## config.mk

```make
export PLATFORM = sky130hd
export DESIGN_NAME = dirty_rect_update_decider
export DESIGN_NICKNAME = d
export VERILOG_FILES = /design/src/design/drud_pkg.sv /design/src/design/dirty_rect_update_decider.sv
export SDC_FILE = /design/constraint.sdc
export NUM_CORES = 1
export LEC_CHECK = 0
export BUFFER_PORTS_ARGS = -buffer_cell sky130_fd_sc_hd__clkbuf_2
export CELL_PAD_IN_SITES_DETAIL_PLACEMENT = 1
export CELL_PAD_IN_SITES_GLOBAL_PLACEMENT = 1
export CORE_ASPECT_RATIO = 1.75
export CORE_UTILIZATION = 30
export CTS_BUF_LIST = sky130_fd_sc_hd__clkbuf_2
export CTS_CLUSTER_SIZE = 12
export DETAILED_ROUTE_END_ITERATION = 12
export HOLD_SLACK_MARGIN = 0.08
export MAX_ROUTING_LAYER = met4
export PLACE_DENSITY = 0.65
export SETUP_SLACK_MARGIN = 0.02
export SYNTH_ARGS = -nofsm -noshare
export SYNTH_HDL_FRONTEND = slang
export SYNTH_SLANG_ARGS = --single-unit
```

## constraint.sdc

```tcl
create_clock -name i_clk -period 7 [get_ports i_clk]
set_input_delay 1.05 -clock i_clk [delete_from_list [all_inputs] [get_ports i_clk]]
set_output_delay 1.05 -clock i_clk [all_outputs]
set_load 0.02 [all_outputs]
```

## src/design/drud_pkg.sv

```systemverilog
package drud_pkg;

    localparam int unsigned CoordW  = 16;
    localparam int unsigned ScreenW = 15;
    localparam int unsigned AreaW   = 31;
    localparam int unsigned ProdW   = 30;
    localparam int unsigned FramesW = 8;
    localparam int unsigned SecW    = 32;
    localparam int unsigned CfgIdxW = 3;
    localparam int unsigned CfgDataW = 32;

    localparam logic [ScreenW-1:0] ScreenWidthRst  = 15'd1920;
    localparam logic [ScreenW-1:0] ScreenHeightRst = 15'd1080;
    localparam logic [AreaW-1:0]   AreaThreshRst   = 31'd1036800;
    localparam logic [FramesW-1:0] MinFramesRst    = 8'd3;
    localparam logic [SecW-1:0]    FullIntervalRst = 32'd10;

    localparam logic [AreaW-1:0]   AreaMax   = {AreaW{1'b1}};
    localparam logic [FramesW-1:0] FramesMax = {FramesW{1'b1}};

    typedef enum logic [2:0] {
        REASON_DIRTY     = 3'd0,
        REASON_NO_DAMAGE = 3'd1,
        REASON_WARM_UP   = 3'd2,
        REASON_TIMEOUT   = 3'd3,
        REASON_INVALID   = 3'd4,
        REASON_AREA_OVER = 3'd5
    } t_reason;

    typedef enum logic [CfgIdxW-1:0] {
        CFG_SCREEN_WIDTH  = 3'd0,
        CFG_SCREEN_HEIGHT = 3'd1,
        CFG_AREA_THRESH   = 3'd2,
        CFG_MIN_FRAMES    = 3'd3,
        CFG_FULL_INTERVAL = 3'd4
    } t_cfg_idx;

endpackage

```

## src/design/dirty_rect_update_decider.sv

```systemverilog
// Per-frame full/dirty update decision. A frame's damage list streams in one
// rectangle per input beat (last_rect marks the final one); a frame with no
// damage list is one beat with cmd set, which also drops any rectangles already
// received for the frame. Each rectangle is bounds and evenness checked and its
// area is added to a saturating per-frame total. On the frame-ending beat one
// output beat gives send_full and a reason code; all other beats give nothing.
// Throughput is one input beat per clock unless a result is held in the output
// register by an output stall: the only loop is the area accumulate and
// frame-state update in stage 2. A beat passes through the input register,
// the check and multiply stage into the stage 2 register, and the accumulate
// and decide stage into the output register. Input stall is raised only while
// a result waits in the output register and the output is stalled.
// Configuration must be written while no frame is in flight.
module dirty_rect_update_decider (
    input  logic                          i_clk,
    input  logic                          i_rst_n,
    // configuration write port
    input  logic                          i_cfg_we,
    input  logic [drud_pkg::CfgIdxW-1:0]  i_cfg_index,
    input  logic [drud_pkg::CfgDataW-1:0] i_cfg_data,
    // input channel
    input  logic                          i_in_valid,
    output logic                          o_in_stall,
    input  logic                          i_cmd,
    input  logic signed [drud_pkg::CoordW-1:0] i_rect_x,
    input  logic signed [drud_pkg::CoordW-1:0] i_rect_y,
    input  logic signed [drud_pkg::CoordW-1:0] i_rect_w,
    input  logic signed [drud_pkg::CoordW-1:0] i_rect_h,
    input  logic                          i_last_rect,
    input  logic [drud_pkg::SecW-1:0]     i_now_sec,
    // output channel
    output logic                          o_out_valid,
    input  logic                          i_out_stall,
    output logic                          o_out_send_full,
    output logic [2:0]                    o_out_reason
);
    import drud_pkg::*;

    // configuration registers
    logic [ScreenW-1:0] r_scr_w;
    logic [ScreenW-1:0] r_scr_h;
    logic [AreaW-1:0]   r_area_thresh;
    logic [FramesW-1:0] r_min_frames;
    logic [SecW-1:0]    r_full_interval;

    // stage 1: captured input beat
    logic                     r_s1_valid;
    logic                     r_s1_cmd;
    logic signed [CoordW-1:0] r_s1_x;
    logic signed [CoordW-1:0] r_s1_y;
    logic signed [CoordW-1:0] r_s1_w;
    logic signed [CoordW-1:0] r_s1_h;
    logic                     r_s1_last;
    logic [SecW-1:0]          r_s1_now;

    // stage 2: checked rectangle and its area
    logic             r_s2_valid;
    logic             r_s2_cmd;
    logic             r_s2_ok;
    logic [ProdW-1:0] r_s2_area;
    logic             r_s2_last;
    logic [SecW-1:0]  r_s2_now;

    // frame state
    logic [FramesW-1:0] r_frames_seen;
    logic [SecW-1:0]    r_last_full_sec;
    logic               r_invalid_seen;
    logic [AreaW-1:0]   r_area_total;

    // output register
    logic    r_out_valid;
    logic    r_out_send_full;
    t_reason r_out_reason;

    logic               w_adv;
    logic               w_in_accept;
    logic               n_s2_ok;
    logic [ProdW-1:0]   n_s2_area;
    logic               w_frame_end;
    logic [AreaW-1:0]   n_area_sat;
    t_reason            n_reason;

    // whole pipeline advances unless a result is held by the output side
    assign w_adv       = !(r_out_valid && i_out_stall);
    assign o_in_stall  = !w_adv;
    assign w_in_accept = i_in_valid && w_adv;

    // configuration writes
    always_ff @(posedge i_clk) begin
        if (!i_rst_n) begin
            r_scr_w         <= ScreenWidthRst;
            r_scr_h         <= ScreenHeightRst;
            r_area_thresh   <= AreaThreshRst;
            r_min_frames    <= MinFramesRst;
            r_full_interval <= FullIntervalRst;
        end else if (i_cfg_we) begin
            case (i_cfg_index)
                CFG_SCREEN_WIDTH:  r_scr_w         <= i_cfg_data[ScreenW-1:0];
                CFG_SCREEN_HEIGHT: r_scr_h         <= i_cfg_data[ScreenW-1:0];
                CFG_AREA_THRESH:   r_area_thresh   <= i_cfg_data[AreaW-1:0];
                CFG_MIN_FRAMES:    r_min_frames    <= i_cfg_data[FramesW-1:0];
                CFG_FULL_INTERVAL: r_full_interval <= i_cfg_data[SecW-1:0];
                default: ;
            endcase
        end
    end

    // stage 1 capture
    always_ff @(posedge i_clk) begin
        if (!i_rst_n) begin
            r_s1_valid <= 1'b0;
        end else if (w_adv) begin
            r_s1_valid <= w_in_accept;
        end
    end

    always_ff @(posedge i_clk) begin
        if (w_in_accept) begin
            r_s1_cmd  <= i_cmd;
            r_s1_x    <= i_rect_x;
            r_s1_y    <= i_rect_y;
            r_s1_w    <= i_rect_w;
            r_s1_h    <= i_rect_h;
            r_s1_last <= i_last_rect;
            r_s1_now  <= i_now_sec;
        end
    end

    // rectangle check and area product
    always_comb begin
        logic signed [CoordW:0] sw_ext;
        logic signed [CoordW:0] sh_ext;
        logic signed [CoordW:0] x_ext;
        logic signed [CoordW:0] y_ext;
        logic signed [CoordW:0] w_ext;
        logic signed [CoordW:0] h_ext;
        logic signed [CoordW:0] room_w;
        logic signed [CoordW:0] room_h;
        sw_ext = $signed({2'b00, r_scr_w});
        sh_ext = $signed({2'b00, r_scr_h});
        x_ext  = $signed({r_s1_x[CoordW-1], r_s1_x});
        y_ext  = $signed({r_s1_y[CoordW-1], r_s1_y});
        w_ext  = $signed({r_s1_w[CoordW-1], r_s1_w});
        h_ext  = $signed({r_s1_h[CoordW-1], r_s1_h});
        room_w = sw_ext - x_ext;
        room_h = sh_ext - y_ext;
        n_s2_ok = !r_s1_x[CoordW-1] && !r_s1_y[CoordW-1]
               && (x_ext <= sw_ext) && (y_ext <= sh_ext)
               && !r_s1_x[0] && !r_s1_w[0]
               && !r_s1_w[CoordW-1] && !r_s1_h[CoordW-1]
               && (w_ext <= room_w) && (h_ext <= room_h);
        // valid sizes are non-negative and fit in 15 bits
        n_s2_area = n_s2_ok ? r_s1_w[ScreenW-1:0] * r_s1_h[ScreenW-1:0] : '0;
    end

    always_ff @(posedge i_clk) begin
        if (!i_rst_n) begin
            r_s2_valid <= 1'b0;
        end else if (w_adv) begin
            r_s2_valid <= r_s1_valid;
        end
    end

    always_ff @(posedge i_clk) begin
        if (w_adv && r_s1_valid) begin
            r_s2_cmd  <= r_s1_cmd;
            r_s2_ok   <= n_s2_ok;
            r_s2_area <= n_s2_area;
            r_s2_last <= r_s1_last;
            r_s2_now  <= r_s1_now;
        end
    end

    // accumulate and decide
    always_comb begin
        logic [AreaW:0] sum;
        logic [SecW-1:0] elapsed;
        logic           inv;
        sum        = {1'b0, r_area_total} + {2'b00, r_s2_area};
        n_area_sat = sum[AreaW] ? AreaMax : sum[AreaW-1:0];
        elapsed    = r_s2_now - r_last_full_sec;
        inv        = r_invalid_seen || !r_s2_ok;
        w_frame_end = r_s2_cmd || r_s2_last;
        if (r_s2_cmd) begin
            n_reason = REASON_NO_DAMAGE;
        end else if (r_frames_seen < r_min_frames) begin
            n_reason = REASON_WARM_UP;
        end else if (elapsed >= r_full_interval) begin
            n_reason = REASON_TIMEOUT;
        end else if (inv) begin
            n_reason = REASON_INVALID;
        end else if (n_area_sat > r_area_thresh) begin
            n_reason = REASON_AREA_OVER;
        end else begin
            n_reason = REASON_DIRTY;
        end
    end

    always_ff @(posedge i_clk) begin
        if (!i_rst_n) begin
            r_frames_seen   <= '0;
            r_last_full_sec <= '0;
            r_invalid_seen  <= 1'b0;
            r_area_total    <= '0;
        end else if (w_adv && r_s2_valid) begin
            if (w_frame_end) begin
                r_area_total   <= '0;
                r_invalid_seen <= 1'b0;
                if (r_frames_seen != FramesMax) begin
                    r_frames_seen <= r_frames_seen + 1'b1;
                end
                if (n_reason != REASON_DIRTY) begin
                    r_last_full_sec <= r_s2_now;
                end
            end else begin
                r_area_total <= n_area_sat;
                if (!r_s2_ok) begin
                    r_invalid_seen <= 1'b1;
                end
            end
        end
    end

    // output register
    always_ff @(posedge i_clk) begin
        if (!i_rst_n) begin
            r_out_valid <= 1'b0;
        end else if (w_adv) begin
            r_out_valid <= r_s2_valid && w_frame_end;
        end
    end

    always_ff @(posedge i_clk) begin
        if (w_adv && r_s2_valid && w_frame_end) begin
            r_out_send_full <= (n_reason != REASON_DIRTY);
            r_out_reason    <= n_reason;
        end
    end

    assign o_out_valid     = r_out_valid;
    assign o_out_send_full = r_out_send_full;
    assign o_out_reason    = r_out_reason;

    // decision bit agrees with the reason code
    a_full_matches_reason: assert property (@(posedge i_clk) disable iff (!i_rst_n)
        r_out_valid |-> (r_out_send_full == (r_out_reason != REASON_DIRTY)))
        else $error("send_full disagrees with reason");

    // input is held off only by a waiting result
    a_stall_cause: assert property (@(posedge i_clk) disable iff (!i_rst_n)
        o_in_stall |-> r_out_valid)
        else $error("input stalled with empty output register");

    // an accepted beat enters stage 1
    a_accept_enters: assert property (@(posedge i_clk) disable iff (!i_rst_n)
        w_in_accept |=> r_s1_valid)
        else $error("accepted beat lost");

    // frame end clears the per-frame state
    a_frame_clear: assert property (@(posedge i_clk) disable iff (!i_rst_n)
        (w_adv && r_s2_valid && w_frame_end) |=> (r_area_total == '0 && !r_invalid_seen))
        else $error("frame state not cleared at frame end");

    // frame counter never goes down
    a_frames_monotonic: assert property (@(posedge i_clk) disable iff (!i_rst_n)
        $past(i_rst_n) |-> (r_frames_seen >= $past(r_frames_seen)))
        else $error("frame counter decreased");

endmodule

```

## Yosys cells after proc, flatten, opt, wreduce, memory -nomap -nowiden

Cells that the tools add are included.

| word-level totals | value |
|---|---|
| register bits after elaboration | 343 |
| latch bits | 0 |
| bits in writable memories | 0 |
| bits in read-only memories | 0 |
| output and inout port bits | 6 |
| word-level logic and storage cells | 89 |
| memories kept | 0 |

| operators by class | value |
|---|---|
| add/subtract/negate cells | 5 |
| $mul | 1 |
| div/mod/pow operators | 0 |
| magnitude comparators | 7 |
| eq/ne operators | 6 |
| shifts and indexed selects | 0 |
| muxes and demuxes | 9 |
| bitwise gates (word level) | 0 |
| reduce and logical (&&, ||, !) cells | 35 |

Operator list:

| cell | count |
|---|---|
| 31-bit 2-to-1 mux | 2 |
| 16-bit by 17-bit less-or-equal comparator with 1-bit output | 2 |
| 16-bit by 16-bit subtractor with 17-bit output | 2 |
| 31-bit by 30-bit adder with 32-bit output | 1 |
| 32-bit >= comparator | 1 |
| 16-bit less-or-equal comparator | 2 |
| 32-bit subtractor | 1 |
| 31-bit greater-than comparator | 1 |
| 15-bit by 15-bit multiplier with 30-bit output | 1 |
| 1-bit logical AND | 15 |
| 3-bit 2-to-1 mux | 5 |
| 2-bit AND reduction | 6 |
| 8-bit by 1-bit adder with 8-bit output, second input constant | 1 |
| 1-bit logical NOT | 8 |
| 8-bit less-than comparator | 1 |
| 8-bit != test, second input constant | 1 |
| 3-bit by 2-bit equality test with 1-bit output, second input constant | 2 |
| 3-bit AND reduction | 2 |
| 3-bit by 1-bit equality test with 1-bit output, second input constant | 1 |
| 3-bit equality test, second input constant | 1 |
| 3-bit logical NOT | 1 |
| 3-bit nonzero test | 1 |
| 1-bit logical OR | 2 |
| 1-bit 2-to-1 mux | 2 |
| 2-bit by 1-bit != test with 1-bit output, second input constant | 1 |

## Longest topological paths before layout

Gate-level depths: netlist of run 1.

| depth | value |
|---|---|
| depth in word-level cells | 10 |
| gate-level depth with buffers | 24 |

## Worst setup path after synthesis of run 1

OpenSTA, ideal clock, no wires.

| timing path | value |
|---|---|
| kind | register -> register |
| start point | register r_s1_h[4] |
| end point | register r_s2_area[26], data pin |
| arrival time | 6024 ps |
| path slack | 710 ps |
| cell stages (with the launch flop) | 23 |
| buffers on the path | 1 |
| cell sequence | edfxtp_1 clkbuf_1 and2_1 fa_1 inv_1 fa_1 inv_1 fa_1 fa_1 fa_1 inv_1 fa_1 inv_1 ha_1 a21o_1 a21o_1 a21o_1 or3_1 o21a_1 and4_1 o32ai_1 xor2_1 nor2_1 |

| between the ends | value |
|---|---|
| word-level cells in the longest chain between the ends | 2 |

Ends and longest elaborated chain:

| what | RTL line | RTL |
|---|---|---|
| start: declaration | dirty_rect_update_decider.sv:52 | `logic signed [CoordW-1:0] r_s1_h;` |
| start signal: assignment | dirty_rect_update_decider.sv:123 | `r_s1_h <= i_rect_h;` |
| branches (longest 2 deep; another with 15-bit by 15-bit multiplier with 30-bit output) | -- |  |
| end signal: assignment | dirty_rect_update_decider.sv:168 | `r_s2_area <= n_s2_area;` |
| end: declaration | dirty_rect_update_decider.sv:60 | `logic [ProdW-1:0] r_s2_area;` |

Parallel ways; which one is timed is not known.
A chain may end at the register's enable or synchronous reset.

## Worst setup path after layout of run 1

| timing path | value |
|---|---|
| start point | register r_s1_h[1] |
| end point | register r_s2_area[26], data pin |

The elaborated chain is that of the path after synthesis.

==> results of run 1 <==
==> routing by layer <==
layer	wire (µm)	share of wire [%]	GRT usage (%)	vias to the layer above
met2	45300	55	36.0	354
met1	30800	38	19.0	10351
met5	0	0	-	-
met4	3670	4.5	9.17	0
li1	-	-	-	10229
met3	2130	2.6	2.52	191
==> power by group through the flow <==
stage / Sequential [mW] / Combinational, mW / Clock [mW]
final: 2.24 / 5.08 / 1.68
after global routing: 2.25 / 5.80 / 1.85
after CTS: 2.25 / 5.16 / 1.77
after detailed placement: 2.29 / 5.05 / 0
after global placement: 2.29 / 4.99 / 0
after floorplan: 2.26 / 3.79 / 0
==> kinds of logic after synthesis <==
logic type               after synthesis  share of synthesized area, %
AND/OR/NAND/NOR                      860                          15.3
other                                  1                        0.0142
XOR/XNOR                             110                          3.65
buffers and inverters                453                          6.67
AO/OA/AOI/OAI                        574                          15.2
multiplexers                           2                        0.0758
flip-flops                           343                          32.3
adder cells (fa/ha/maj)              461                          26.7
==> worst reg2reg max path, stage by stage (launching register included) <==
cell                       delay (ns)
sky130_fd_sc_hd__edfxtp_1        0.56
sky130_fd_sc_hd__and2_1          0.25
sky130_fd_sc_hd__fa_1            0.50
sky130_fd_sc_hd__inv_1           0.07
sky130_fd_sc_hd__fa_1            0.49
sky130_fd_sc_hd__inv_1           0.05
sky130_fd_sc_hd__fa_1            0.55
sky130_fd_sc_hd__fa_1            0.45
sky130_fd_sc_hd__fa_1            0.54
sky130_fd_sc_hd__inv_1           0.05
sky130_fd_sc_hd__fa_1            0.52
sky130_fd_sc_hd__inv_1           0.04
sky130_fd_sc_hd__ha_1            0.34
sky130_fd_sc_hd__a21o_1          0.18
sky130_fd_sc_hd__a21o_1          0.18
sky130_fd_sc_hd__a21o_1          0.20
sky130_fd_sc_hd__or3_1           0.31
sky130_fd_sc_hd__o21a_1          0.24
sky130_fd_sc_hd__and4_1          0.23
sky130_fd_sc_hd__o32ai_1         0.31
sky130_fd_sc_hd__xor2_1          0.17
sky130_fd_sc_hd__nor2_1          0.05
==> path summary, 6_finish.rpt <==
path / cells after the start / start / to
max: 21 / r_s1_h[1] / r_s2_area[26]
min: 2 / i_rst_n / r_scr_h[10]
max reg2reg: 21 / r_s1_h[1] / r_s2_area[26]
min reg2reg: 0 / r_s1_last / r_s2_last
==> Yosys cell counts (15+ instances only) <==
| cell | count |
|---|---|
| sky130_fd_sc_hd__a22o_1 | 29 |
| sky130_fd_sc_hd__xor2_1 | 40 |
| sky130_fd_sc_hd__o21ai_2 | 29 |
| sky130_fd_sc_hd__a21boi_0 | 82 |
| sky130_fd_sc_hd__edfxtp_1 | 167 |
| sky130_fd_sc_hd__a21oi_1 | 126 |
| sky130_fd_sc_hd__nand2_1 | 415 |
| sky130_fd_sc_hd__o21ai_0 | 70 |
| sky130_fd_sc_hd__ha_1 | 290 |
| sky130_fd_sc_hd__nor2b_1 | 15 |
| sky130_fd_sc_hd__inv_1 | 357 |
| sky130_fd_sc_hd__and2_1 | 137 |
| sky130_fd_sc_hd__nand4_1 | 30 |
| sky130_fd_sc_hd__o211ai_1 | 21 |
| sky130_fd_sc_hd__xnor2_1 | 70 |
| sky130_fd_sc_hd__and3_1 | 15 |
| sky130_fd_sc_hd__dfxtp_1 | 176 |
| sky130_fd_sc_hd__nor3_1 | 28 |
| sky130_fd_sc_hd__nand3_1 | 73 |
| sky130_fd_sc_hd__o21bai_1 | 24 |
| sky130_fd_sc_hd__a21o_1 | 77 |
| sky130_fd_sc_hd__o21a_1 | 17 |
| sky130_fd_sc_hd__fa_1 | 171 |
| sky130_fd_sc_hd__clkbuf_1 | 81 |
| sky130_fd_sc_hd__nor2_1 | 86 |
==> repair_timing <==
action                     in CTS  in global routing
hold buffers                  131                  0
setup endpoints to repair       0                  2
hold endpoints to repair      199                  0
setup buffers                   0                  7
resized for setup               0                  2
==> registers in the layout (all words and copies together) (netlist names), 3 cells and up <==
signal	count
o_out_reason	3
r_area_thresh	31
r_area_total	31
r_frames_seen	8
r_full_interval	32
r_last_full_sec	32
r_min_frames	8
r_s1_h	16
r_s1_now	32
r_s1_w	16
r_s1_x	16
r_s1_y	16
r_s2_area	30
r_s2_now	32
r_scr_h	15
r_scr_w	15
==> cells in the final DEF, fill, tap and decap left out, types with 6 or more instances in the layout <==
| cell | synthesis | final |
|---|---|---|
| sky130_fd_sc_hd__a211oi_1 | 14 | 14 |
| sky130_fd_sc_hd__inv_1 | 357 | 357 |
| sky130_fd_sc_hd__edfxtp_1 | 167 | 167 |
| sky130_fd_sc_hd__dfxtp_1 | 176 | 176 |
| sky130_fd_sc_hd__xor2_1 | 40 | 40 |
| sky130_fd_sc_hd__or3_1 | 8 | 8 |
| sky130_fd_sc_hd__a21o_1 | 77 | 77 |
| sky130_fd_sc_hd__nor3_1 | 28 | 28 |
| sky130_fd_sc_hd__nand2b_1 | 12 | 12 |
| sky130_fd_sc_hd__nand3_1 | 73 | 73 |
| sky130_fd_sc_hd__clkinv_2 | 0 | 10 |
| sky130_fd_sc_hd__xnor2_1 | 70 | 70 |
| sky130_fd_sc_hd__clkbuf_2 | 2 | 269 |
| sky130_fd_sc_hd__a21oi_1 | 126 | 126 |
| sky130_fd_sc_hd__o21ai_1 | 8 | 8 |
| sky130_fd_sc_hd__o21ai_2 | 29 | 29 |
| sky130_fd_sc_hd__a21boi_0 | 82 | 82 |
| sky130_fd_sc_hd__a22o_1 | 29 | 29 |
| sky130_fd_sc_hd__buf_4 | 3 | 54 |
| sky130_fd_sc_hd__nor4_1 | 8 | 8 |
| sky130_fd_sc_hd__ha_1 | 290 | 290 |
| sky130_fd_sc_hd__and2_1 | 137 | 135 |
| sky130_fd_sc_hd__and4_1 | 6 | 6 |
| sky130_fd_sc_hd__nor2b_1 | 15 | 15 |
| sky130_fd_sc_hd__clkinv_1 | 0 | 29 |
| sky130_fd_sc_hd__o21bai_1 | 24 | 24 |
| sky130_fd_sc_hd__a31o_2 | 6 | 6 |
| sky130_fd_sc_hd__o21ai_0 | 70 | 70 |
| sky130_fd_sc_hd__o211ai_1 | 21 | 21 |
| sky130_fd_sc_hd__o21a_1 | 17 | 17 |
| sky130_fd_sc_hd__nand4_1 | 30 | 30 |
| sky130_fd_sc_hd__dlygate4sd3_1 | 0 | 131 |
| sky130_fd_sc_hd__and3_1 | 15 | 15 |
| sky130_fd_sc_hd__nand2_1 | 415 | 415 |
| sky130_fd_sc_hd__nor2_1 | 86 | 85 |
| sky130_fd_sc_hd__a31oi_1 | 14 | 14 |
| sky130_fd_sc_hd__fa_1 | 171 | 171 |
==> final cells by class <==
| cell class | instances | area (µm²) |
|---|---|---|
| fillers | 10269 | 56000 |
| multi-input cells | 2008 | 16100 |
| flip-flops and latches | 343 | 8540 |
| repair buffers | 331 | 2510 |
| well taps | 1160 | 1450 |
| inverters | 357 | 1340 |
| clock buffers | 127 | 636 |
| clock inverters | 48 | 339 |
| diodes | 5 | 12.5 |
==> through the flow <==
| step | power, mW | hold WS, ns |
|---|---|---|
| 2_1_floorplan | 6.05 | 0.400 |
| 3_3_place_gp | 7.28 | 0.403 |
| 3_5_place_dp | 7.34 | 0.407 |
| 4_1_cts | 9.18 | 0.0838 |
| 5_1_grt | 9.90 | 0.182 |
| 6_report | 9.01 | 0.253 |
==> results_tabular.tex, run 1 <==
\begin{tabular}{lr}
\hline
Metric & Value \\
\hline
\multicolumn{2}{l}{\textbf{Synthesis}} \\
\quad Number of enable flip-flop cells after synthesis & between 150 and 200 \\
\quad Yosys top cell by area & sky130\_fd\_sc\_hd\_\_edfxtp\_1 \\
\quad Synth top area share & about a fifth \\
\quad Number of cells produced by synthesis & 2804 \\
\quad Mapped Avg Cell Area & between 9 and 10 µm² \\
\quad Ys async rst share & 0\% \\
\quad Yosys warning count & 0 \\
\quad Register area share after synthesis & 32.3\% \\
\quad Syn\_nets & 3403 \\
\quad Post-synthesis cell type count & 82 \\
\quad Cell area after synthesis & approximately 26000 µm² \\
\quad Top FF cell, synth & sky130\_fd\_sc\_hd\_\_dfxtp\_1 \\
\quad Main area contributors after synthesis & sky130\_fd\_sc\_hd\_\_edfxtp\_1 (19\%), sky130\_fd\_sc\_hd\_\_ha\_1 (14\%), sky130\_fd\_sc\_hd\_\_dfxtp\_1 (13\%), sky130\_fd\_sc\_hd\_\_fa\_1 (13\%), sky130\_fd\_sc\_hd\_\_nand2\_1 (5.9\%) \\
\quad Synth Register Bits & 343 \\
\multicolumn{2}{l}{\textbf{Routing}} \\
\quad Starting DRC count in detailed routing & around 770 \\
\quad Detailed-route DRC error count & 0 \\
\quad Number of optimization iterations in the first detailed-route pass & 8 \\
\quad Antenna-violating nets left & 0 \\
\quad Post-detailed-routing wire length & 81900 µm \\
\quad Vias/cell & roughly 4.8 \\
\quad Final routed wire length divided by cell count & 18.7 µm \\
\quad Overall via count from detail\_route & 21125 \\
\multicolumn{2}{l}{\textbf{CTS}} \\
\quad CTS tree & yes \\
\quad Maximum buffer depth of the clock tree & 3 \\
\quad Sinks on the clock net & 343 \\
\quad Maximum level of the CTS H-tree & 3 \\
\quad Number of buffers created by CTS & 93 \\
\quad Reg clk slew, reported paths & 0.13 ns \\
\quad Clock root cell & sky130\_fd\_sc\_hd\_\_clkbuf\_2 \\
\quad Clock Latency Late Sink & 1.28 ns \\
\multicolumn{2}{l}{\textbf{STA}} \\
\quad Endpoints failing hold & 0 \\
\quad Clock Skew & 0.146 ns \\
\quad Setup slack of the critical path after layout & roughly 0.35 ns \\
\quad Share of the cycle needed by the critical path after routing & 95.1\% \\
\quad Summed negative setup slack over all endpoints & 0 ns \\
\quad Number of setup violations in the final report & 0 \\
\quad Final max-slew violation count & 0 \\
\quad Transition time at the pin with the least slew margin & $\sim$1.0 ns \\
\quad Worst slew margin relative to its limit & 30.8\% \\
\quad Maximum clock rate & 150 MHz \\
\quad RSZ-0062 raised after global routing & false \\
\quad Crit path time final & 6.65 ns \\
\multicolumn{2}{l}{\textbf{Critical path}} \\
\quad Worst path bufs/invs & 4 \\
\quad Endpoint class of the critical path & flip-flop \\
\quad Slowest cell on the critical path & sky130\_fd\_sc\_hd\_\_edfxtp\_1 \\
\quad Slowest Stage Delay on Critical Path & 0.56 ns \\
\quad Flop2flop setup slack & 0.35 ns \\
\quad Worst setup SP type & flip-flop \\
\quad Category of the critical setup timing path & flip-flop to flip-flop \\
\quad Cell type with the highest occurrence count on the critical path & sky130\_fd\_sc\_hd\_\_fa\_1 \\
\quad Family of cells with the greatest summed delay on the critical path & adder cells \\
\quad Critical path, cell by cell & and2\_1 -> fa\_1 -> inv\_1 -> fa\_1 -> inv\_1 -> fa\_1 -> fa\_1 -> fa\_1 -> inv\_1 -> fa\_1 -> inv\_1 -> ha\_1 -> a21o\_1 -> a21o\_1 -> a21o\_1 -> or3\_1 -> o21a\_1 -> and4\_1 -> o32ai\_1 -> xor2\_1 -> nor2\_1 \\
\quad Req. time, crit path & 7.89 ns \\
\quad Highest net fanout along the worst path & 10 \\
\quad Worst EP arrival & 7.55 ns \\
\multicolumn{2}{l}{\textbf{Power}} \\
\quad Clock share of power & a little under a fifth \\
\quad Combinational power share & between 50\% and 60\% \\
\quad Peak VDD IR & 0.000363 V \\
\quad Switching share of power & between 40\% and 50\% \\
\quad Switching Power & 3.94 mW \\
\quad Power density relative to cell area & 291 nW/µm² \\
\quad Sequential share of power & 24.9\% \\
\quad Pleak & about 14 nW \\
\quad Cell Int Power & 5.07 mW \\
\multicolumn{2}{l}{\textbf{Placed design}} \\
\quad Instance count after placement with tap cells included & 4061 \\
\quad RD Place Congestion & 0.894 \\
\quad Final HPWL DP & 63900 µm \\
\quad Pre-CTS worst setup slack & slightly below 0.3 ns \\
\quad Number of buffer cells added on primary ports & 143 \\
\quad Post-place instance area & between 20000 and 30000 µm² \\
\multicolumn{2}{l}{\textbf{GRT}} \\
\quad Number of global-route vias before repair & 22965 \\
\quad Wire length of the first global-routing pass & approximately 130000 µm \\
\quad Global Route Usage Sum & 19.1\% \\
\quad Antenna violations before repair & 3 \\
\quad Global route total overflow & 0 \\
\quad Maximum number of pins on one net before global-route repair & 77 \\
\multicolumn{2}{l}{\textbf{Die}} \\
\quad Core Box Area & 87000 µm² \\
\quad Die Y-Extent & 394 µm \\
\quad Number of placement rows & between 100 and 150 \\
\quad Die outline area & 89300 µm² \\
\quad Initial Utilization & 30.4\% \\
\quad IO Pins & roughly 140 \\
\quad Die Wd & 226 µm \\
\multicolumn{2}{l}{\textbf{Run status}} \\
\quad Result of the run & finished clean \\
\multicolumn{2}{l}{\textbf{Min path}} \\
\quad Worst min-delay path class & input port to flip-flop \\
\multicolumn{2}{l}{\textbf{Layout}} \\
\quad Non-filler cells in the finished layout & around 4400 \\
\quad Share of layout cells above drive strength 1 & roughly an eighth \\
\quad Final standard cell area without fillers & 31000 µm² \\
\quad Post-layout utilization of the core & 35.6\% \\
\quad Area grow syn2layout & 17.2\% \\
\quad Final net count & approximately 3700 \\
\multicolumn{2}{l}{\textbf{Job}} \\
\quad Total of max-cap violations & 0 \\
\hline
\end{tabular}
No activity file was read; power rests on OpenSTA's default activity.
==> inputs of run 2 (changes only) <==
Settings changed: CORE_UTILIZATION 30 to 40, CTS_CLUSTER_SIZE 12 to 28, PLACE_DENSITY 0.65 to 0.8.
==> run 2 against run 1 <==
Compared with the run above: sequential power about the same; worst hold slack got worse by 0.068 ns; first-iteration DRC count is 2.2% higher; sequential share of layout area is 0.80 points higher; design area shrank 2.8%; count of clock-buffer cells in the layout increased by 1; critical path depth stayed put; via count increased by 2.0%; die area fell by 25%; clock power shrank 13%.
==> results_tabular.tex, run 2 (same netlist as run 1, synthesis figures left out) <==
\begin{tabular}{lr}
\hline
Metric & Value \\
\hline
\multicolumn{2}{l}{\textbf{Run status}} \\
\quad Result of the run & finished clean (unchanged) \\
\multicolumn{2}{l}{\textbf{Layout}} \\
\quad Area grow syn2layout & 13.9\% (was 17.2\%) \\
\quad Most frequent standard cell in the layout excluding fill and tap cells & sky130\_fd\_sc\_hd\_\_nand2\_1 (unchanged) \\
\quad Commonest non-fill, non-tap cells in the layout & sky130\_fd\_sc\_hd\_\_nand2\_1 (415), sky130\_fd\_sc\_hd\_\_inv\_1 (357), sky130\_fd\_sc\_hd\_\_ha\_1 (290) (unchanged) \\
\quad Final net count & 3695 (was 3733) \\
\quad Post-layout utilization of the core & 46.0\% (was 35.6\%) \\
\quad Filler cell count & 7637 (was 10269) \\
\quad Share of layout cells above drive strength 1 & 12.6\% (about the same) \\
\multicolumn{2}{l}{\textbf{Critical path}} \\
\quad Start of the worst register-to-register path & r\_s1\_h[2] (was r\_s1\_h[1]) \\
\quad Cell type with the highest occurrence count on the critical path & sky130\_fd\_sc\_hd\_\_fa\_1 (unchanged) \\
\quad Highest net fanout along the worst path & 8 (was 10) \\
\quad Crit path from & r\_s1\_h[2] (was r\_s1\_h[1]) \\
\quad Logic depth of the worst register-to-register path & 21 (unchanged) \\
\quad Slowest cell on the critical path & sky130\_fd\_sc\_hd\_\_fa\_1 (was sky130\_fd\_sc\_hd\_\_edfxtp\_1) \\
\quad Worst setup SP type & flip-flop (unchanged) \\
\quad Endpoint class of the critical path & flip-flop (unchanged) \\
\quad Slowest Stage Delay on Critical Path & 0.59 ns (was 0.56 ns) \\
\quad Flop2flop setup slack & 0.21 ns (was 0.35 ns) \\
\quad Worst EP arrival & 7.63 ns (was 7.55 ns) \\
\quad Req. time, crit path & 7.84 ns (was 7.89 ns) \\
\quad Critical path, cell by cell & and2\_1 -> fa\_1 -> inv\_1 -> fa\_1 -> inv\_1 -> fa\_1 -> fa\_1 -> fa\_1 -> inv\_1 -> fa\_1 -> inv\_1 -> ha\_1 -> a21o\_1 -> a21o\_1 -> a21o\_1 -> or3\_1 -> o21a\_1 -> and4\_1 -> o32ai\_2 -> xor2\_1 -> nor2\_1 (was and2\_1 -> fa\_1 -> inv\_1 -> fa\_1 -> inv\_1 -> fa\_1 -> fa\_1 -> fa\_1 -> inv\_1 -> fa\_1 -> inv\_1 -> ha\_1 -> a21o\_1 -> a21o\_1 -> a21o\_1 -> or3\_1 -> o21a\_1 -> and4\_1 -> o32ai\_1 -> xor2\_1 -> nor2\_1) \\
\quad Category of the critical setup timing path & flip-flop to flip-flop (unchanged) \\
\multicolumn{2}{l}{\textbf{Die}} \\
\quad IO Pins & 144 (unchanged) \\
\quad Initial Utilization & 40.4\% (was 30.4\%) \\
\quad Die Y-Extent & 342 µm (was 394 µm) \\
\quad Die Wd & 196 µm (was 226 µm) \\
\quad Die outline area & 67100 µm² (was 89300 µm²) \\
\quad Number of placement rows & 124 (was 143) \\
\quad Core Box Area & 65300 µm² (was 87000 µm²) \\
\multicolumn{2}{l}{\textbf{STA}} \\
\quad Clock Skew & 0.0862 ns (was 0.146 ns) \\
\quad Transition time at the pin with the least slew margin & 1.11 ns (was 1.03 ns) \\
\quad Final max-slew violation count & 0 (unchanged) \\
\quad Share of the cycle needed by the critical path after routing & 97.0\% (was 95.1\%) \\
\quad Number of setup violations in the final report & 0 (unchanged) \\
\quad Endpoints failing hold & 0 (unchanged) \\
\quad Summed negative setup slack over all endpoints & 0 ns (unchanged) \\
\quad Crit path time final & 6.79 ns (was 6.65 ns) \\
\quad Maximum clock rate & 147 MHz (was 150 MHz) \\
\quad Worst slew margin relative to its limit & 25.8\% (was 30.8\%) \\
\quad RSZ-0062 raised after global routing & false (unchanged) \\
\multicolumn{2}{l}{\textbf{CTS}} \\
\quad Sinks on the clock net & 343 (unchanged) \\
\quad Reg clk slew, reported paths & 0.10 ns (was 0.13 ns) \\
\quad Clock Latency Late Sink & 1.15 ns (was 1.28 ns) \\
\quad Maximum level of the CTS H-tree & 3 (unchanged) \\
\quad Number of buffers created by CTS & 88 (was 93) \\
\quad Maximum buffer depth of the clock tree & 3 (unchanged) \\
\quad Clock root cell & sky130\_fd\_sc\_hd\_\_clkbuf\_2 (unchanged) \\
\quad CTS tree & yes (unchanged) \\
\multicolumn{2}{l}{\textbf{Routing}} \\
\quad Vias/cell & 5.32 (was 4.82) \\
\quad Met1 wire length & 29300 µm (was 30800 µm) \\
\quad DR top layer & met4 (unchanged) \\
\quad Detailed-route DRC error count & 0 (unchanged) \\
\quad Post-detailed-routing wire length & 85100 µm (was 81900 µm) \\
\quad Detailed-routed wire length on met3 & 2630 µm (was 2130 µm) \\
\quad Met2 wirelength from detailed routing & 47000 µm (was 45300 µm) \\
\quad Final routed wire length divided by cell count & 21.0 µm (was 18.7 µm) \\
\quad Overall via count from detail\_route & 21544 (was 21125) \\
\quad Number of optimization iterations in the first detailed-route pass & 5 (was 8) \\
\quad Starting DRC count in detailed routing & 782 (was 765) \\
\quad Antenna-violating nets left & 0 (unchanged) \\
\multicolumn{2}{l}{\textbf{GRT}} \\
\quad Number of global-route vias before repair & 24124 (was 22965) \\
\quad Global Route Usage Sum & 26.2\% (was 19.1\%) \\
\quad Wire length of the first global-routing pass & 131000 µm (was 127000 µm) \\
\quad Global route total overflow & 0 (unchanged) \\
\quad Maximum number of pins on one net before global-route repair & 106 (was 77) \\
\quad Antenna violations before repair & 4 (was 3) \\
\multicolumn{2}{l}{\textbf{Placed design}} \\
\quad Final HPWL DP & 65800 µm (was 63900 µm) \\
\quad Number of buffer cells added on primary ports & 143 (unchanged) \\
\quad RD Place Congestion & 0.948 (was 0.894) \\
\multicolumn{2}{l}{\textbf{Power}} \\
\quad Power density relative to cell area & 298 nW/µm² (was 291 nW/µm²) \\
\quad Peak VDD IR & 0.000326 V (was 0.000363 V) \\
\quad Pleak & 13.5 nW (was 13.7 nW) \\
\multicolumn{2}{l}{\textbf{Job}} \\
\quad Total of max-cap violations & 0 (unchanged) \\
\multicolumn{2}{l}{\textbf{Min path}} \\
\quad Hold wc startpoint & i\_cfg\_data[16] (was i\_rst\_n) \\
\quad Worst min-delay path class & input port to flip-flop (unchanged) \\
\quad Min-Delay Path Depth & 3 (was 2) \\
\hline
\end{tabular}
[run 2: critical path, delay by kind of cell, from the launching register on]
family / cells / cell delay, ns
buffers and inverters: 4 / 0.22
XOR/XNOR: 1 / 0.20
flip-flops: 1 / 0.53
AO/OA/AOI/OAI: 5 / 1.13
adder cells (fa/ha/maj): 7 / 3.55
AND/OR/NAND/NOR: 4 / 0.85
[run 2: routing by layer]
| layer | vias to the layer above | GRT usage, % |
|---|---|---|
| li1 | 10108 | - |
| met1 | 10709 | 23.8 |
| met2 | 482 | 50.1 |
| met3 | 245 | 3.25 |
| met4 | 0 | 18.0 |
| met5 | - | - |
[run 2: power by group]
group          total [mW]  switching, mW  internal (mW)
combinational        5.25           3.03           2.21
clock                1.46          0.929          0.535
sequential           2.24         0.0571           2.18
total                8.95           4.02           4.93
[run 2: final timing paths]
kind / end
max: r_s2_area[26]
min: r_full_interval[16]
max reg2reg: r_s2_area[26]
min reg2reg: r_s2_now[29]
[run 2: what timing repair did]
item / in CTS / in global routing
endpoints found under the hold margin: 103 / 0
setup buffers: 0 / 7
gates resized for setup: 0 / 4
setup endpoints to repair: 0 / 2
hold buffers: 102 / 0
[run 2: through the flow]
stage	instance area [µm²]	hold slack, ns	worst slack [ns]	std cells	total power, mW
floorplan	26400	0.400	0.710	2804	6.05
global placement	28200	0.406	0.477	3779	7.19
detailed placement	28200	0.405	0.168	3779	7.43
CTS	30000	0.0840	0.0946	4038	8.97
global route	30100	0.125	0.0219	4049	9.70
finish	30100	0.185	0.210	4049	8.95
[run 2: cell type report]
type | count | area [µm²] | share of cell area [%]
Inverter | 357 | 1340 | 4.46
Multi-Input combinational cell | 2008 | 16100 | 53.6
Sequential cell | 343 | 8540 | 28.4
Clock inverter | 29 | 161 | 0.537
Clock buffer | 128 | 641 | 2.13
Timing Repair Buffer | 298 | 2150 | 7.15
Tap cell | 882 | 1100 | 3.67
Antenna cell | 4 | 10.0 | 0.0333
==> inputs of run 3 (changes only) <==
--- a/config.mk
+++ b/config.mk
@@ -7,3 +7,5 @@
 export LEC_CHECK = 0
+export ABC_AREA = 1
 export BUFFER_PORTS_ARGS = -buffer_cell sky130_fd_sc_hd__clkbuf_2
+export CAP_MARGIN = 5
 export CELL_PAD_IN_SITES_DETAIL_PLACEMENT = 1
@@ -17,3 +19,3 @@
 export MAX_ROUTING_LAYER = met4
-export PLACE_DENSITY = 0.8
+export PLACE_DENSITY = 0.82
 export SETUP_SLACK_MARGIN = 0.02
==> constraint.sdc (replaced) <==
create_clock -name i_clk -period 7 [get_ports i_clk]
set_input_delay 0.7 -clock i_clk [delete_from_list [all_inputs] [get_ports i_clk]]
set_output_delay 0.7 -clock i_clk [all_outputs]
set_load 0.02 [all_outputs]
==> run 3 against run 2 <==
Compared with the run above: combinational power is 6.5% higher; largest cell class unchanged; critical path depth is 1 higher; register-to-register slack better by 0.34 ns; first-iteration DRC count is 2.4% higher; sequential power is 2% higher; critical path type unchanged; critical endpoint is now r_s2_area[22].
==> results_tabular.tex, run 3 <==
\begin{tabular}{lr}
\hline
Metric & Value \\
\hline
\multicolumn{2}{l}{\textbf{GRT}} \\
\quad Global Route Usage Sum & 27.7\% (was 26.2\%) \\
\quad Antenna violations before repair & 9 (was 4) \\
\quad Number of global-route vias before repair & 27038 (was 24124) \\
\quad Global routing met1 resource utilization & 25.9\% (was 23.8\%) \\
\quad Wire length of the first global-routing pass & 142000 µm (was 131000 µm) \\
\quad Global route total overflow & 0 (unchanged) \\
\quad Met3 track utilization from global routing & 3.89\% (was 3.25\%) \\
\quad Met2 usage in global routing & 51.8\% (was 50.1\%) \\
\quad Maximum number of pins on one net before global-route repair & 90 (was 106) \\
\quad Routing layer with the top usage in global route & met2 (unchanged) \\
\multicolumn{2}{l}{\textbf{STA}} \\
\quad Share of the cycle needed by the critical path after routing & 92.1\% (was 97.0\%) \\
\quad Endpoints failing hold & 0 (unchanged) \\
\quad RSZ-0062 raised after global routing & false (unchanged) \\
\quad Number of setup violations in the final report & 0 (unchanged) \\
\quad Summed negative setup slack over all endpoints & 0 ns (unchanged) \\
\quad Transition time at the pin with the least slew margin & 1.11 ns (about the same) \\
\quad Clock Skew & 0.119 ns (was 0.0862 ns) \\
\quad Maximum clock rate & 155 MHz (was 147 MHz) \\
\quad Final-layout worst hold slack & 0.205 ns (was 0.185 ns) \\
\quad Worst slew margin relative to its limit & 25.4\% (was 25.8\%) \\
\quad Crit path time final & 6.45 ns (was 6.79 ns) \\
\quad Setup slack of the critical path after layout & 0.550 ns (was 0.210 ns) \\
\quad Final max-slew violation count & 0 (unchanged) \\
\multicolumn{2}{l}{\textbf{Power}} \\
\quad Pwr Total & 9.44 mW (was 8.95 mW) \\
\quad Power density relative to cell area & 303 nW/µm² (was 298 nW/µm²) \\
\quad Peak VDD IR & 0.000361 V (was 0.000326 V) \\
\quad Pleak & 15.3 nW (was 13.5 nW) \\
\multicolumn{2}{l}{\textbf{Placed design}} \\
\quad RD Place Congestion & 0.945 (was 0.948) \\
\quad Number of buffer cells added on primary ports & 143 (unchanged) \\
\quad Pre-CTS worst setup slack & 0.695 ns (was 0.168 ns) \\
\quad Post-place instance area & 28700 µm² (was 28200 µm²) \\
\quad Instance count after placement with tap cells included & 4338 (was 3779) \\
\quad Final HPWL DP & 67700 µm (was 65800 µm) \\
\multicolumn{2}{l}{\textbf{Synthesis}} \\
\quad Register area share after synthesis & 31.5\% (was 32.3\%) \\
\quad Number of enable flip-flop cells after synthesis & 167 (unchanged) \\
\quad Leading cell type by number of instances after synthesis & sky130\_fd\_sc\_hd\_\_nand2\_1 (unchanged) \\
\quad Yosys top cell by area & sky130\_fd\_sc\_hd\_\_edfxtp\_1 (unchanged) \\
\quad Ys async rst share & 0\% (unchanged) \\
\quad Mapped Avg Cell Area & 8.02 µm² (was 9.42 µm²) \\
\quad Yosys warning count & 0 (unchanged) \\
\quad Synth top area share & 18.5\% (was 19.0\%) \\
\quad Syn\_nets & 3975 (was 3403) \\
\quad Post-synthesis cell type count & 47 (was 82) \\
\quad Cell types with the highest counts after synthesis & sky130\_fd\_sc\_hd\_\_nand2\_1 (680), sky130\_fd\_sc\_hd\_\_inv\_1 (644), sky130\_fd\_sc\_hd\_\_a21oi\_1 (320) (was sky130\_fd\_sc\_hd\_\_nand2\_1 (415), sky130\_fd\_sc\_hd\_\_inv\_1 (357), sky130\_fd\_sc\_hd\_\_ha\_1 (290)) \\
\quad Main area contributors after synthesis & sky130\_fd\_sc\_hd\_\_edfxtp\_1 (19\%), sky130\_fd\_sc\_hd\_\_ha\_1 (13\%), sky130\_fd\_sc\_hd\_\_dfxtp\_1 (13\%), sky130\_fd\_sc\_hd\_\_fa\_1 (13\%), sky130\_fd\_sc\_hd\_\_nand2\_1 (9.4\%) (was sky130\_fd\_sc\_hd\_\_edfxtp\_1 (19\%), sky130\_fd\_sc\_hd\_\_ha\_1 (14\%), sky130\_fd\_sc\_hd\_\_dfxtp\_1 (13\%), sky130\_fd\_sc\_hd\_\_fa\_1 (13\%), sky130\_fd\_sc\_hd\_\_nand2\_1 (5.9\%)) \\
\quad Top FF cell, synth & sky130\_fd\_sc\_hd\_\_dfxtp\_1 (unchanged) \\
\quad Synth Register Bits & 343 (unchanged) \\
\quad Cell area after synthesis & 27100 µm² (was 26400 µm²) \\
\quad Number of cells produced by synthesis & 3376 (was 2804) \\
\multicolumn{2}{l}{\textbf{Die}} \\
\quad Number of placement rows & 125 (was 124) \\
\quad Initial Utilization & 40.6\% (was 40.4\%) \\
\quad IO Pins & 144 (unchanged) \\
\quad Die Wd & 199 µm (was 196 µm) \\
\quad Die outline area & 68800 µm² (was 67100 µm²) \\
\quad Die Y-Extent & 346 µm (was 342 µm) \\
\quad Core Box Area & 66600 µm² (was 65300 µm²) \\
\multicolumn{2}{l}{\textbf{Critical path}} \\
\quad Cell type with the highest occurrence count on the critical path & sky130\_fd\_sc\_hd\_\_fa\_1 (unchanged) \\
\quad Logic depth of the worst register-to-register path & 22 (was 21) \\
\quad Critical path, cell by cell & nand2\_1 -> fa\_1 -> inv\_1 -> fa\_1 -> fa\_1 -> fa\_1 -> fa\_1 -> inv\_1 -> fa\_1 -> inv\_1 -> ha\_1 -> nand2\_1 -> nor2\_1 -> inv\_1 -> nor2\_1 -> nor2\_1 -> o21a\_1 -> o21ai\_0 -> nand2\_1 -> nand2\_1 -> xnor2\_1 -> nor2\_1 (was and2\_1 -> fa\_1 -> inv\_1 -> fa\_1 -> inv\_1 -> fa\_1 -> fa\_1 -> fa\_1 -> inv\_1 -> fa\_1 -> inv\_1 -> ha\_1 -> a21o\_1 -> a21o\_1 -> a21o\_1 -> or3\_1 -> o21a\_1 -> and4\_1 -> o32ai\_2 -> xor2\_1 -> nor2\_1) \\
\quad Worst EP arrival & 7.32 ns (was 7.63 ns) \\
\quad Category of the critical setup timing path & flip-flop to flip-flop (unchanged) \\
\quad Highest net fanout along the worst path & 16 (was 8) \\
\quad Flop2flop setup slack & 0.55 ns (was 0.21 ns) \\
\quad Endpoint class of the critical path & flip-flop (unchanged) \\
\quad Slowest Stage Delay on Critical Path & 0.80 ns (was 0.59 ns) \\
\quad Worst setup SP type & flip-flop (unchanged) \\
\quad Slowest cell on the critical path & sky130\_fd\_sc\_hd\_\_edfxtp\_1 (was sky130\_fd\_sc\_hd\_\_fa\_1) \\
\quad Req. time, crit path & 7.87 ns (was 7.84 ns) \\
\multicolumn{2}{l}{\textbf{Min path}} \\
\quad Min-Delay Path Depth & 2 (was 3) \\
\quad Worst min-delay path class & input port to flip-flop (unchanged) \\
\multicolumn{2}{l}{\textbf{Layout}} \\
\quad Non-filler cells in the finished layout & 4673 (was 4049) \\
\quad Commonest non-fill, non-tap cells in the layout & sky130\_fd\_sc\_hd\_\_nand2\_1 (679), sky130\_fd\_sc\_hd\_\_inv\_1 (642), sky130\_fd\_sc\_hd\_\_a21oi\_1 (320) (was sky130\_fd\_sc\_hd\_\_nand2\_1 (415), sky130\_fd\_sc\_hd\_\_inv\_1 (357), sky130\_fd\_sc\_hd\_\_ha\_1 (290)) \\
\quad Share of layout cells above drive strength 1 & 8.78\% (was 12.6\%) \\
\quad Most frequent standard cell in the layout excluding fill and tap cells & sky130\_fd\_sc\_hd\_\_nand2\_1 (unchanged) \\
\quad Final net count & 4296 (was 3695) \\
\quad Post-layout utilization of the core & 46.8\% (was 46.0\%) \\
\quad Final standard cell area without fillers & 31200 µm² (was 30100 µm²) \\
\quad Area grow syn2layout & 15.1\% (was 13.9\%) \\
\multicolumn{2}{l}{\textbf{CTS}} \\
\quad Maximum buffer depth of the clock tree & 3 (unchanged) \\
\quad CTS tree & yes (unchanged) \\
\quad Reg clk slew, reported paths & 0.16 ns (was 0.10 ns) \\
\quad Clock root cell & sky130\_fd\_sc\_hd\_\_clkbuf\_2 (unchanged) \\
\quad Number of buffers created by CTS & 87 (was 88) \\
\quad Sinks on the clock net & 343 (unchanged) \\
\quad Maximum level of the CTS H-tree & 3 (unchanged) \\
\quad Clock Latency Late Sink & 1.22 ns (was 1.15 ns) \\
\quad Post-CTS repair timing setup buffer count & 0 (unchanged) \\
\quad Hold Buf Count CTS & 159 (was 102) \\
\quad Number of resized instances in the post-cts repair step & 0 (unchanged) \\
\multicolumn{2}{l}{\textbf{Routing}} \\
\quad Number of optimization iterations in the first detailed-route pass & 4 (was 5) \\
\quad Overall via count from detail\_route & 24276 (was 21544) \\
\quad Detailed-route DRC error count & 0 (unchanged) \\
\quad Post-detailed-routing wire length & 91200 µm (was 85100 µm) \\
\quad Final routed wire length divided by cell count & 19.5 µm (was 21.0 µm) \\
\quad Antenna-violating nets left & 0 (unchanged) \\
\quad Vias/cell & 5.19 (was 5.32) \\
\quad Starting DRC count in detailed routing & 801 (was 782) \\
\multicolumn{2}{l}{\textbf{Job}} \\
\quad Total of max-cap violations & 0 (unchanged) \\
\multicolumn{2}{l}{\textbf{Run status}} \\
\quad Result of the run & finished clean (unchanged) \\
\hline
\end{tabular}
==> run 3: cell types whose count changed after synthesis, sizes merged, moves of 79 or more <==
cell / change
inv: +288
nand2: +267
a21oi: +194
nor2: +171
and2: -136
a21boi: -79
==> run 3: cell type report <==
cell class              count  area (µm²)
diodes                     15        37.5
clock buffers             119         596
clock inverters            42         263
fillers                  8276       35500
inverters                 646        2430
multi-input cells        2297       15700
flip-flops and latches    343        8540
well taps                 889        1110
repair buffers            322        2460
==> run 3: worst paths after layout <==
kind / from / endpoint
worst max-delay path: r_s1_w[4] / r_s2_area[22]
worst min-delay path: i_rect_x[2] / r_s1_x[2]
worst max register to register: r_s1_w[4] / r_s2_area[22]
worst min register to register: r_s1_now[9] / r_s2_now[9]
==> run 3: worst max-delay path: cells and delay by family, from the launching register on <==
kind | cells | cell delay, ns
AOI/OAI and AO/OA | 2 | 0.45
and+or+nand+nor | 8 | 0.89
adders and majority gates | 7 | 3.59
xor gates and xnor gates | 1 | 0.12
DFF | 1 | 0.80
buffers and inverters | 4 | 0.25
==> run 3: cells by family (layout without fill, tap and decap cells) <==
logic type,count (synthesis),after routing,synth area share [%]
flip-flops,343,343,31.5
adder cells (fa/ha/maj),461,461,26.0
buffers and inverters,736,1129,10.4
AO/OA/AOI/OAI,582,582,11.5
other,1,16,0.0139
XOR/XNOR,86,86,2.78
AND/OR/NAND/NOR,1167,1167,17.7
==> run 3: power breakdown <==
group / internal (mW) / total, mW / switching [mW] / leakage (nW)
Combinational: 2.09 / 5.59 / 3.50 / 11.7
Sequential: 2.19 / 2.29 / 0.0913 / 3.02
Clock: 0.587 / 1.56 / 0.971 / 0.622
==> run 3: metal layers <==
layer	share of wire [%]	wire length [µm]	vias up
met2	55	50100	605
met4	6.5	5950	0
li1	-	-	11514
met1	35	31800	11854
met5	0	0	-
met3	3.7	3410	303
